### src/sv/osis_pkg.sv
// Shared types and constants for the ordered segment id set.
`timescale 1ns / 1ps

package osis_pkg;

    // Bitmap word geometry: one memory word holds this many membership bits.
    localparam int WORD_W  = 32;
    localparam int WORD_BW = 5;

    // Fixed field widths of the request and reply channels.
    localparam int ID_W    = 10;
    localparam int FUNC_W  = 3;
    localparam int COUNT_W = 11;

    // Operation codes carried in the func field of a request.
    typedef enum logic [FUNC_W-1:0] {
        FUNC_ADD    = 3'd0,
        FUNC_REMOVE = 3'd1,
        FUNC_POP    = 3'd2,
        FUNC_QUERY  = 3'd3,
        FUNC_CLEAR  = 3'd4
    } t_func;

    // Sequencer states.
    typedef enum logic [2:0] {
        S_CLEAR,
        S_IDLE,
        S_EXEC,
        S_SCAN,
        S_DONE
    } t_state;

    // Everything the word unit derives from one bitmap word.
    typedef struct packed {
        logic               hit;
        logic               nonzero;
        logic [WORD_BW-1:0] low_idx;
        logic [WORD_W-1:0]  set_word;
        logic [WORD_W-1:0]  clr_word;
        logic [WORD_W-1:0]  pop_word;
    } t_word_res;

endpackage

### src/sv/ordered_segment_id_set.sv
// Top level of the ordered segment id set: sequencer, count and reply register.
`timescale 1ns / 1ps

// The set holds segment ids 0 to NUM_IDS-1 as a bitmap in a memory of
// 32-bit words (ceil(NUM_IDS/32) words) plus a member count. Requests
// are taken one at a time; o_ready is high only while the sequencer idles.
// Add, remove and query read the word and, for an add or remove that changes
// it, write it back modified, then load the reply register; an id at or
// above NUM_IDS and unused func codes go straight to the reply. Pop on an
// empty set also goes straight to the reply; otherwise it skips all-zero words
// while scanning upward from a low-water word index kept beside the count, so a
// pop usually finds its word at once. Clear sweeps zeros through every word,
// one per cycle, then loads the reply. After reset the same sweep runs
// before the first request is taken. A new request is accepted while an
// earlier reply still waits.
module ordered_segment_id_set #(
    parameter int NUM_IDS = 1024
) (
    input  logic                         i_clk,
    input  logic                         i_rst_n,
    input  logic                         i_valid,
    output logic                         o_ready,
    input  logic [osis_pkg::FUNC_W-1:0]  i_func,
    input  logic [osis_pkg::ID_W-1:0]    i_segment_id,
    output logic                         o_valid,
    input  logic                         i_ready,
    output logic [osis_pkg::ID_W-1:0]    o_result_id,
    output logic                         o_none_left,
    output logic                         o_was_present,
    output logic [osis_pkg::COUNT_W-1:0] o_member_count
);
    import osis_pkg::*;

    localparam int WORDS = (NUM_IDS + WORD_W - 1) / WORD_W;
    localparam int AW    = (WORDS > 1) ? $clog2(WORDS) : 1;
    localparam int CW    = $clog2(NUM_IDS + 1);
    localparam logic [AW-1:0] LAST_WORD = AW'(WORDS - 1);

    // Sequencer and bookkeeping registers.
    t_state              r_state, n_state;
    logic [FUNC_W-1:0]   r_func, n_func;
    logic [ID_W-1:0]     r_id, n_id;
    logic [CW-1:0]       r_count, n_count;
    logic [AW-1:0]       r_hint, n_hint;
    logic [AW-1:0]       r_scan, n_scan;
    logic [AW-1:0]       r_clr_addr, n_clr_addr;
    logic                r_clr_reply, n_clr_reply;

    // Pending reply and the output register.
    logic [ID_W-1:0]     r_res_id, n_res_id;
    logic                r_res_none, n_res_none;
    logic                r_res_present, n_res_present;
    logic                r_out_valid, n_out_valid;
    logic [ID_W-1:0]     r_out_id, n_out_id;
    logic                r_out_none, n_out_none;
    logic                r_out_present, n_out_present;
    logic [COUNT_W-1:0]  r_out_count, n_out_count;

    // Memory and word unit connections.
    logic                ram_we;
    logic [AW-1:0]       ram_waddr;
    logic [WORD_W-1:0]   ram_wdata;
    logic [AW-1:0]       ram_raddr;
    logic [WORD_W-1:0]   ram_rdata;
    t_word_res           word_res;

    logic                in_range;
    logic [AW-1:0]       in_word;
    logic [AW-1:0]       scan_next;

    assign in_range  = 32'(i_segment_id) < 32'(NUM_IDS);
    assign in_word   = AW'(32'(i_segment_id) >> WORD_BW);
    assign scan_next = r_scan + AW'(1);

    osis_word_ram #(
        .DEPTH (WORDS),
        .AW    (AW)
    ) u_ram (
        .i_clk   (i_clk),
        .i_we    (ram_we),
        .i_waddr (ram_waddr),
        .i_wdata (ram_wdata),
        .i_raddr (ram_raddr),
        .o_rdata (ram_rdata)
    );

    osis_word_unit u_word (
        .i_word (ram_rdata),
        .i_bit  (r_id[WORD_BW-1:0]),
        .o_res  (word_res)
    );

    // State register and bookkeeping.
    always_ff @(posedge i_clk) begin
        if (!i_rst_n) begin
            r_state     <= S_CLEAR;
            r_count     <= '0;
            r_hint      <= LAST_WORD;
            r_scan      <= '0;
            r_clr_addr  <= '0;
            r_clr_reply <= 1'b0;
            r_out_valid <= 1'b0;
        end else begin
            r_state     <= n_state;
            r_count     <= n_count;
            r_hint      <= n_hint;
            r_scan      <= n_scan;
            r_clr_addr  <= n_clr_addr;
            r_clr_reply <= n_clr_reply;
            r_out_valid <= n_out_valid;
        end
    end

    // Payload registers.
    always_ff @(posedge i_clk) begin
        r_func        <= n_func;
        r_id          <= n_id;
        r_res_id      <= n_res_id;
        r_res_none    <= n_res_none;
        r_res_present <= n_res_present;
        r_out_id      <= n_out_id;
        r_out_none    <= n_out_none;
        r_out_present <= n_out_present;
        r_out_count   <= n_out_count;
    end

    // Next state, memory control and reply formation.
    always_comb begin
        n_state       = r_state;
        n_func        = r_func;
        n_id          = r_id;
        n_count       = r_count;
        n_hint        = r_hint;
        n_scan        = r_scan;
        n_clr_addr    = r_clr_addr;
        n_clr_reply   = r_clr_reply;
        n_res_id      = r_res_id;
        n_res_none    = r_res_none;
        n_res_present = r_res_present;
        n_out_valid   = r_out_valid;
        n_out_id      = r_out_id;
        n_out_none    = r_out_none;
        n_out_present = r_out_present;
        n_out_count   = r_out_count;
        ram_we        = 1'b0;
        ram_waddr     = r_scan;
        ram_wdata     = '0;
        ram_raddr     = r_scan;
        o_ready       = 1'b0;

        // The reply leaves the output register when it is taken.
        if (r_out_valid && i_ready) begin
            n_out_valid = 1'b0;
        end

        unique case (r_state)
            // Sweep zeros through every word, after reset or for a clear.
            S_CLEAR: begin
                ram_we    = 1'b1;
                ram_waddr = r_clr_addr;
                ram_wdata = '0;
                if (r_clr_addr == LAST_WORD) begin
                    n_clr_addr = '0;
                    n_state    = r_clr_reply ? S_DONE : S_IDLE;
                end else begin
                    n_clr_addr = r_clr_addr + AW'(1);
                end
            end

            // Take a request and start the word read it needs.
            S_IDLE: begin
                o_ready   = 1'b1;
                ram_raddr = (i_func == FUNC_POP) ? r_hint : in_word;
                if (i_valid) begin
                    n_func        = i_func;
                    n_id          = i_segment_id;
                    n_scan        = ram_raddr;
                    n_res_id      = '0;
                    n_res_none    = 1'b0;
                    n_res_present = 1'b0;
                    priority if (i_func == FUNC_ADD || i_func == FUNC_REMOVE ||
                                 i_func == FUNC_QUERY) begin
                        n_state = in_range ? S_EXEC : S_DONE;
                    end else if (i_func == FUNC_POP) begin
                        if (r_count == '0) begin
                            n_res_none = 1'b1;
                            n_state    = S_DONE;
                        end else begin
                            n_state = S_SCAN;
                        end
                    end else if (i_func == FUNC_CLEAR) begin
                        n_count     = '0;
                        n_hint      = LAST_WORD;
                        n_clr_reply = 1'b1;
                        n_clr_addr  = '0;
                        n_state     = S_CLEAR;
                    end else begin
                        n_state = S_DONE;
                    end
                end
            end

            // Test the addressed bit and, for an add or remove that changes it, write back the modified word.
            S_EXEC: begin
                n_res_present = word_res.hit;
                if (r_func == FUNC_ADD && !word_res.hit) begin
                    ram_we    = 1'b1;
                    ram_wdata = word_res.set_word;
                    n_count   = r_count + CW'(1);
                    if (r_scan < r_hint) begin
                        n_hint = r_scan;
                    end
                end else if (r_func == FUNC_REMOVE && word_res.hit) begin
                    ram_we    = 1'b1;
                    ram_wdata = word_res.clr_word;
                    n_count   = r_count - CW'(1);
                end
                n_state = S_DONE;
            end

            // Walk upward to the first nonzero word and take its lowest bit.
            S_SCAN: begin
                if (word_res.nonzero) begin
                    ram_we   = 1'b1;
                    ram_wdata = word_res.pop_word;
                    n_count  = r_count - CW'(1);
                    n_hint   = r_scan;
                    n_res_id = ID_W'((32'(r_scan) << WORD_BW) | 32'(word_res.low_idx));
                    n_state  = S_DONE;
                end else begin
                    ram_raddr = scan_next;
                    n_scan    = scan_next;
                end
            end

            // Move the reply into the output register once it is free.
            S_DONE: begin
                if (!r_out_valid || i_ready) begin
                    n_out_valid   = 1'b1;
                    n_out_id      = r_res_id;
                    n_out_none    = r_res_none;
                    n_out_present = r_res_present;
                    n_out_count   = COUNT_W'(32'(r_count));
                    n_clr_reply   = 1'b0;
                    n_state       = S_IDLE;
                end
            end

            default: begin
                n_state = S_IDLE;
            end
        endcase
    end

    assign o_valid        = r_out_valid;
    assign o_result_id    = r_out_id;
    assign o_none_left    = r_out_none;
    assign o_was_present  = r_out_present;
    assign o_member_count = r_out_count;

endmodule

### src/sv/osis_word_ram.sv
// Bitmap word memory with one write port and one registered read port.
`timescale 1ns / 1ps

module osis_word_ram #(
    parameter int DEPTH = 32,
    parameter int AW    = 5
) (
    input  logic                       i_clk,
    input  logic                       i_we,
    input  logic [AW-1:0]              i_waddr,
    input  logic [osis_pkg::WORD_W-1:0] i_wdata,
    input  logic [AW-1:0]              i_raddr,
    output logic [osis_pkg::WORD_W-1:0] o_rdata
);
    import osis_pkg::*;

    logic [WORD_W-1:0] r_mem [0:DEPTH-1];
    logic [WORD_W-1:0] r_rdata;

    // Write port.
    always_ff @(posedge i_clk) begin
        if (i_we) begin
            r_mem[i_waddr] <= i_wdata;
        end
    end

    // Registered read port.
    always_ff @(posedge i_clk) begin
        r_rdata <= r_mem[i_raddr];
    end

    assign o_rdata = r_rdata;

endmodule

### src/sv/osis_word_unit.sv
// Shared word unit: bit test, set, clear and lowest-set-bit search on one word.
`timescale 1ns / 1ps

module osis_word_unit (
    input  logic [osis_pkg::WORD_W-1:0]  i_word,
    input  logic [osis_pkg::WORD_BW-1:0] i_bit,
    output osis_pkg::t_word_res          o_res
);
    import osis_pkg::*;

    logic [WORD_W-1:0]  mask;
    logic [WORD_W-1:0]  low_onehot;
    logic [WORD_BW-1:0] low_idx;

    assign mask = {{(WORD_W-1){1'b0}}, 1'b1} << i_bit;

    // Isolate the lowest set bit, then encode its position with an OR per bit.
    assign low_onehot = i_word & (~i_word + {{(WORD_W-1){1'b0}}, 1'b1});

    always_comb begin
        low_idx = '0;
        for (int b = 0; b < WORD_W; b++) begin
            if (low_onehot[b]) begin
                low_idx = low_idx | WORD_BW'(b);
            end
        end
    end

    assign o_res.hit      = |(i_word & mask);
    assign o_res.nonzero  = |i_word;
    assign o_res.low_idx  = low_idx;
    assign o_res.set_word = i_word | mask;
    assign o_res.clr_word = i_word & ~mask;
    assign o_res.pop_word = i_word & ~low_onehot;

endmodule

### config.mk
export PLATFORM = sky130hd
export DESIGN_NAME = ordered_segment_id_set
export DESIGN_NICKNAME = d
export VERILOG_FILES = /design/src/sv/osis_pkg.sv /design/src/sv/ordered_segment_id_set.sv /design/src/sv/osis_word_ram.sv /design/src/sv/osis_word_unit.sv
export SDC_FILE = /design/constraint.sdc
export NUM_CORES = 2
export LEC_CHECK = 0
export ABC_AREA = 1
export BUFFER_PORTS_ARGS = -buffer_cell sky130_fd_sc_hd__buf_2
export CAP_MARGIN = 40
export CORE_UTILIZATION = 45
export DETAILED_ROUTE_END_ITERATION = 10
export SLEW_MARGIN = 40
export SYNTH_ARGS = -nofsm -noshare
export SYNTH_HDL_FRONTEND = slang
export SYNTH_HIERARCHICAL = 1
export SYNTH_SLANG_ARGS = --single-unit
export TNS_END_PERCENT = 50
### constraint.sdc
create_clock -name i_clk -period 6.75 [get_ports i_clk]
set_clock_uncertainty 0.2 [all_clocks]
set_input_delay 1.0125 -clock i_clk [delete_from_list [all_inputs] [get_ports i_clk]]
set_output_delay 1.0125 -clock i_clk [all_outputs]
set_load 0.005 [all_outputs]
Word level (Yosys, flattened, before mapping):

Memory sizes are Yosys's and may differ from the RTL's. A register that Yosys moved wholly into a read port is not among the register bits.
Index checks and enable logic that the tools add are counted.

* multiplexer cells: 201
* bitwise logic cells: 9
* reduce and logical (&&, ||, !) cells: 29
* magnitude comparators: 1
* $add $sub $neg: 5
* shift-type cells: 1
* equality and inequality tests: 20

Operators with widths (count)
* 5-bit 2-to-1 mux: 61
* 11-bit 2-to-1 mux: 23
* 32-bit 2-to-1 mux: 7
* 32-bit bitwise AND: 4
* 3-bit 2-to-1 mux: 32
* 32-bit inverter: 3
* 32-bit case mux with 2 select lines: 1
* 32-bit OR reduction: 2
* 10-bit 2-to-1 mux: 6
* 1-bit 2-to-1 mux: 51
* 11-bit case mux with 3 select lines: 1
* 32-bit by 1-bit adder with 32-bit output (second input constant): 1
* 4-bit 2-to-1 mux: 8
* 32-bit bitwise OR: 1
* 1-bit by 5-bit << shifter with 32-bit output (first input constant): 1
* 5-bit case mux with 2 select lines: 3
* 10-bit case mux with 2 select lines: 1
* 2-bit != test (second input constant): 8
* 3-bit case mux with 5 select lines: 1
* 5-bit case mux with 3 select lines: 1
* 3-bit by 2-bit equality test with 1-bit output (second input constant): 4
* 11-bit by 1-bit adder with 11-bit output (second input constant): 1
* 11-bit zero test: 1
* 11-bit by 1-bit subtractor with 11-bit output (second input constant): 1
* 24 further kinds: 43

* memories: 1
* register bits: 74
* RAM bits: 1024

Memories
* u_ram.r_mem: words 32, width 32, read ports 1, clocked after memory_dff 1, wr ports 1, RTL line osis_word_ram.sv:17 `logic [WORD_W-1:0] r_mem [0:DEPTH-1];`

Depth between registers and ports, before layout:

* depth after elaboration: 38
* mapped depth: 23
* gate-level depth less buffers: 20

Cells and area by module:

The synthesis kept the hierarchy.

Modules (own cells, without submodules)
* osis_word_ram: sequential area each 31390.1 sq um, times used 1, cells each 3536, area each 42405.7 sq um
* ordered_segment_id_set: sequential area each 1911.8 sq um, times used 1, cells each 632, area each 4685.7 sq um
* osis_word_unit: sequential area each 0.0 sq um, times used 1, cells each 465, area each 2112.0 sq um

Worst setup path after synthesis:

OpenSTA, ideal clock, no wires.

* path kind: register to register
* from: reg r_id[4]
* to: mem u_ram.r_mem[31][0] (enable)
* data arrival time: 3.851 ns
* stages on the path, launching flop included: 19
* period minus slack after synthesis: 4.472 ns
* data required time: 6.129 ns
* setup slack: 2.278 ns
* buffers on the path: 3
* cell sequence: edfxtp_1 > buf_2 > inv_2 > buf_2 > nor2_1 > nand2_1 > o21ai_0 > nor2_1 > nand2_1 > nor2_1 > nand2_1 > nor2_1 > nand2_4 > clkinv_1 > clkbuf_1 > o21ai_0 > nand3_1 > nand3_1 > nor2_1

RTL lines
* start, declared: RTL line ordered_segment_id_set.sv:42 `logic [ID_W-1:0] r_id, n_id;`
* start signal, assigned: RTL line ordered_segment_id_set.sv:117 `r_id <= n_id;`
* end, declared: RTL line osis_word_ram.sv:17

==> impl_metrics.py <==
metrics = {
    "worst_setup_path": {
        "critPathSlowestCell": "nor2_4",
        "path_common_cell": "nor2_1",
        "cp-startpoint": "r_id[4]$_DFFE_PP_",
        "cp_max_fo": 25,
        "reg2reg_to": "u_ram/r_mem[0][5]$_DFFE_PP_",
        "crit_chain": "buf_4 > inv_2 > nor2_1 > inv_1 > o21ai_0 > nor2_1 > nand2_1 > nor2_1 > nand2_1 > nor2_1 > nand2_4 > clkinv_1 > o21ai_0 > nand3_1 > nand3_1 > nor2_4 > buf_4",
        "reg2reg_slack_ns": 1.72,
        "reg2reg_depth": 17,
        "cp.depth": 17,
        "crit_arrival_ns": 5.21,
        "endpoint_kind": "register",
        "required_ns": 6.93,
        "cp-start-kind": "register",
        "path_delay_family": "simple AND/OR/NAND/NOR gates",
        "slowest_delay_ns": 0.77,
        "endpoint": "u_ram/r_mem[0][5]$_DFFE_PP_",
        "cp.buffers_inverters": 5,
        "r2r_start": "r_id[4]$_DFFE_PP_",
        "path_class": "reg -> reg",
    },
    "finish": {
        "final_common_cell": "nand2_1",
        "area_delta_synth_final_pct": 10.5,
        "multi_input_area_um2": 13900,
        "num-fill-cells": 9582,
        "layout.nets": 4661,
        "seq_area_um2": 33300,
        "final_cell_mix": "nand2_1, edfxtp_1, nand3_1",
        "drive_gt1_frac": 0.0916,
        "n_antenna_cell": 0,
    },
    "global_route": {
        "grt_max_degree": 207,
        "grtUsageTotal": 0.242,
        "grt_pass1_vias": 32300,
        "grt_pass1_wl_um": 203000,
        "antenna_found_initial": 2,
        "gr-total-overflow": 0,
    },
    "sta": {
        "min_period_ns": 5.03,
        "tns_ns": 0,
        "setup_ws_ns": 1.72,
        "relSlewSlack": 0.371,
        "drv_slew": 0,
        "worst_pin_slew_ns": 0.933,
        "hold_violations": 0,
        "holdWs_ns": 0.218,
        "rsz0062_at_grt": "no",
        "fin_crit_sh": 0.746,
        "max_freq_mhz": 199,
        "setup_viol": 0,
    },
    "placed_design": {
        "post-dp-hpwl_um": 76300,
        "pre_cts_ws_ns": 1.85,
        "io_buffers": 41,
        "place.gp.congestion": 0.961,
    },
    "min_path": {
        "hp-class": "reg -> reg",
        "hp-start": "r_res_id[2]$_SDFFCE_PN0P_",
    },
    "clock_network": {
        "postCtsSetupRepairBufs": 0,
        "hold_buffers": 0,
        "cts.clk_slew.worst_paths_ns": 0.06,
        "root_buffer": "clkbuf_16",
        "clkLatencyLatePin_ns": 0.72,
        "cts_tree": "yes",
        "htreeDepth": 3,
        "cts.sinks": 1130,
        "clockBufferDepth": 3,
        "cts_buffers": 115,
        "post_cts_resized": 0,
    },
    "yosys": {
        "synth_area_um2": 49200,
        "async_reset_ff_frac": 0,
        "synth_cell_type_count": 46,
        "yosysSeqAreaShare": 0.677,
        "syn_inst": 4633,
        "synth_nets": 4659,
        "synthFlopType": "edfxtp_1",
        "synth.area.top_cells": "edfxtp_1, nand2_1, nand3_1",
        "ys_seq_elements": 1130,
        "synth.avg_cell_area_um2": 10.6,
        "synth_edf_count": 1067,
        "yosys.area.top_type": "edfxtp_1",
        "yosys_warnings": 6,
        "synth_top_area_frac": 0.651,
    },
    "power_and_ir_drop": {
        "max-vdd-ir-drop_mv": 0.200,
        "total_power_mw": 14.3,
        "p_per_area_nw_per_um2": 263,
        "power.leakage_nw": 21.0,
    },
    "floorplan": {
        "die_x_um": 333,
        "num_rows": 120,
        "core-area_um2": 108000,
        "initial_core_util": 0.456,
        "dieArea_um2": 111000,
        "fp.dieH_um": 333,
        "pin_count": 42,
    },
    "drt": {
        "routedWlPerCell_um": 22.0,
        "dr.pass1.iters": 6,
        "ant_nets": 0,
        "vias": 34000,
        "first_iter_violations": 3582,
        "vias_per_cell": 5.55,
        "routed_wl_um": 135000,
        "drc": 0,
    },
    "job": {
        "cap_violations": 0,
    },
    "status": {
        "status": "complete, no violations",
    },
}
==> metrics by stage <==
step           area [um2]  instances  utilization
2_1_floorplan       49200       4633            -
3_3_place_gp        50600       5917        0.469
3_5_place_dp        50700       5920        0.470
4_1_cts             54400       6129        0.504
5_1_grt             54400       6130        0.505
6_report            54400       6130        0.505
==> cells in the mapped netlist, types with 2 or more instances <==
cell type	count
a211oi_1	3
a21oi_1	28
a22o_1	32
a22oi_1	2
a31oi_1	5
buf_1	21
buf_2	100
buf_4	30
buf_6	67
buf_8	3
clkbuf_1	34
dfxtp_1	63
edfxtp_1	1067
ha_1	9
inv_1	155
inv_2	12
nand2_1	1726
nand2_2	13
nand2_4	6
nand3_1	877
nand3_2	5
nand4_1	27
nor2_1	209
nor2_2	10
nor2_4	8
nor2_8	4
nor3_1	11
nor3_2	4
o211ai_1	3
o21ai_0	62
o21ai_1	6
o21ai_2	2
o22ai_1	7
or2_2	6
xor2_1	5
==> flip-flops by register name (all words and copies together) (netlist names), 10 cells and up <==
register,cells
u_ram/r_mem,1024
r_res_id,10
o_member_count,11
o_result_id,10
u_ram/o_rdata,32
r_count,11
==> area by class of cell <==
cell class	count	share of cell area
clock buffers	165	0.0590
clock inverters	44	0.00837
inverters	170	0.0123
multi-input cells	3077	0.255
flip-flops and latches	1130	0.612
well taps	1403	0.0323
repair buffers	141	0.0211
==> logic make-up after synthesis <==
kind of cell / count (synthesis) / synth area share
AO/OA/AOI/OAI: 153 / 0.0190
XOR/XNOR: 6 / 0.00107
adder cells (fa/ha/maj): 9 / 0.00229
buffers and inverters: 426 / 0.0485
flip-flops: 1130 / 0.677
other: 1 / 0.0000762
AND/OR/NAND/NOR: 2908 / 0.252
==> metal layers <==
metal | share of wire | vias to the layer above | GRT usage | wire length (um)
met5 | 0 | - | 0 | 0
met4 | 0.019 | 0 | 0.0634 | 2590
met3 | 0.076 | 169 | 0.0347 | 10300
met2 | 0.47 | 1301 | 0.391 | 63400
met1 | 0.43 | 16600 | 0.343 | 58700
li1 | - | 15900 | - | -
==> worst min-delay path by stage <==
stage                                to  cells past startpoint
2_1_floorplan     o_none_left$_DFFE_PP_                      0
3_3_place_gp   o_result_id[4]$_DFFE_PP_                      0
3_5_place_dp   o_result_id[3]$_DFFE_PP_                      0
4_1_cts        o_result_id[2]$_DFFE_PP_                      0
5_1_grt        o_result_id[6]$_DFFE_PP_                      0
6_report       o_result_id[2]$_DFFE_PP_                      0
==> power breakdown <==
part           internal, mW  switching (mW)
registers              7.66          0.0640
clock network          3.59            2.63
logic                 0.101           0.278
Note: power is estimated with default switching activity, not from simulation.
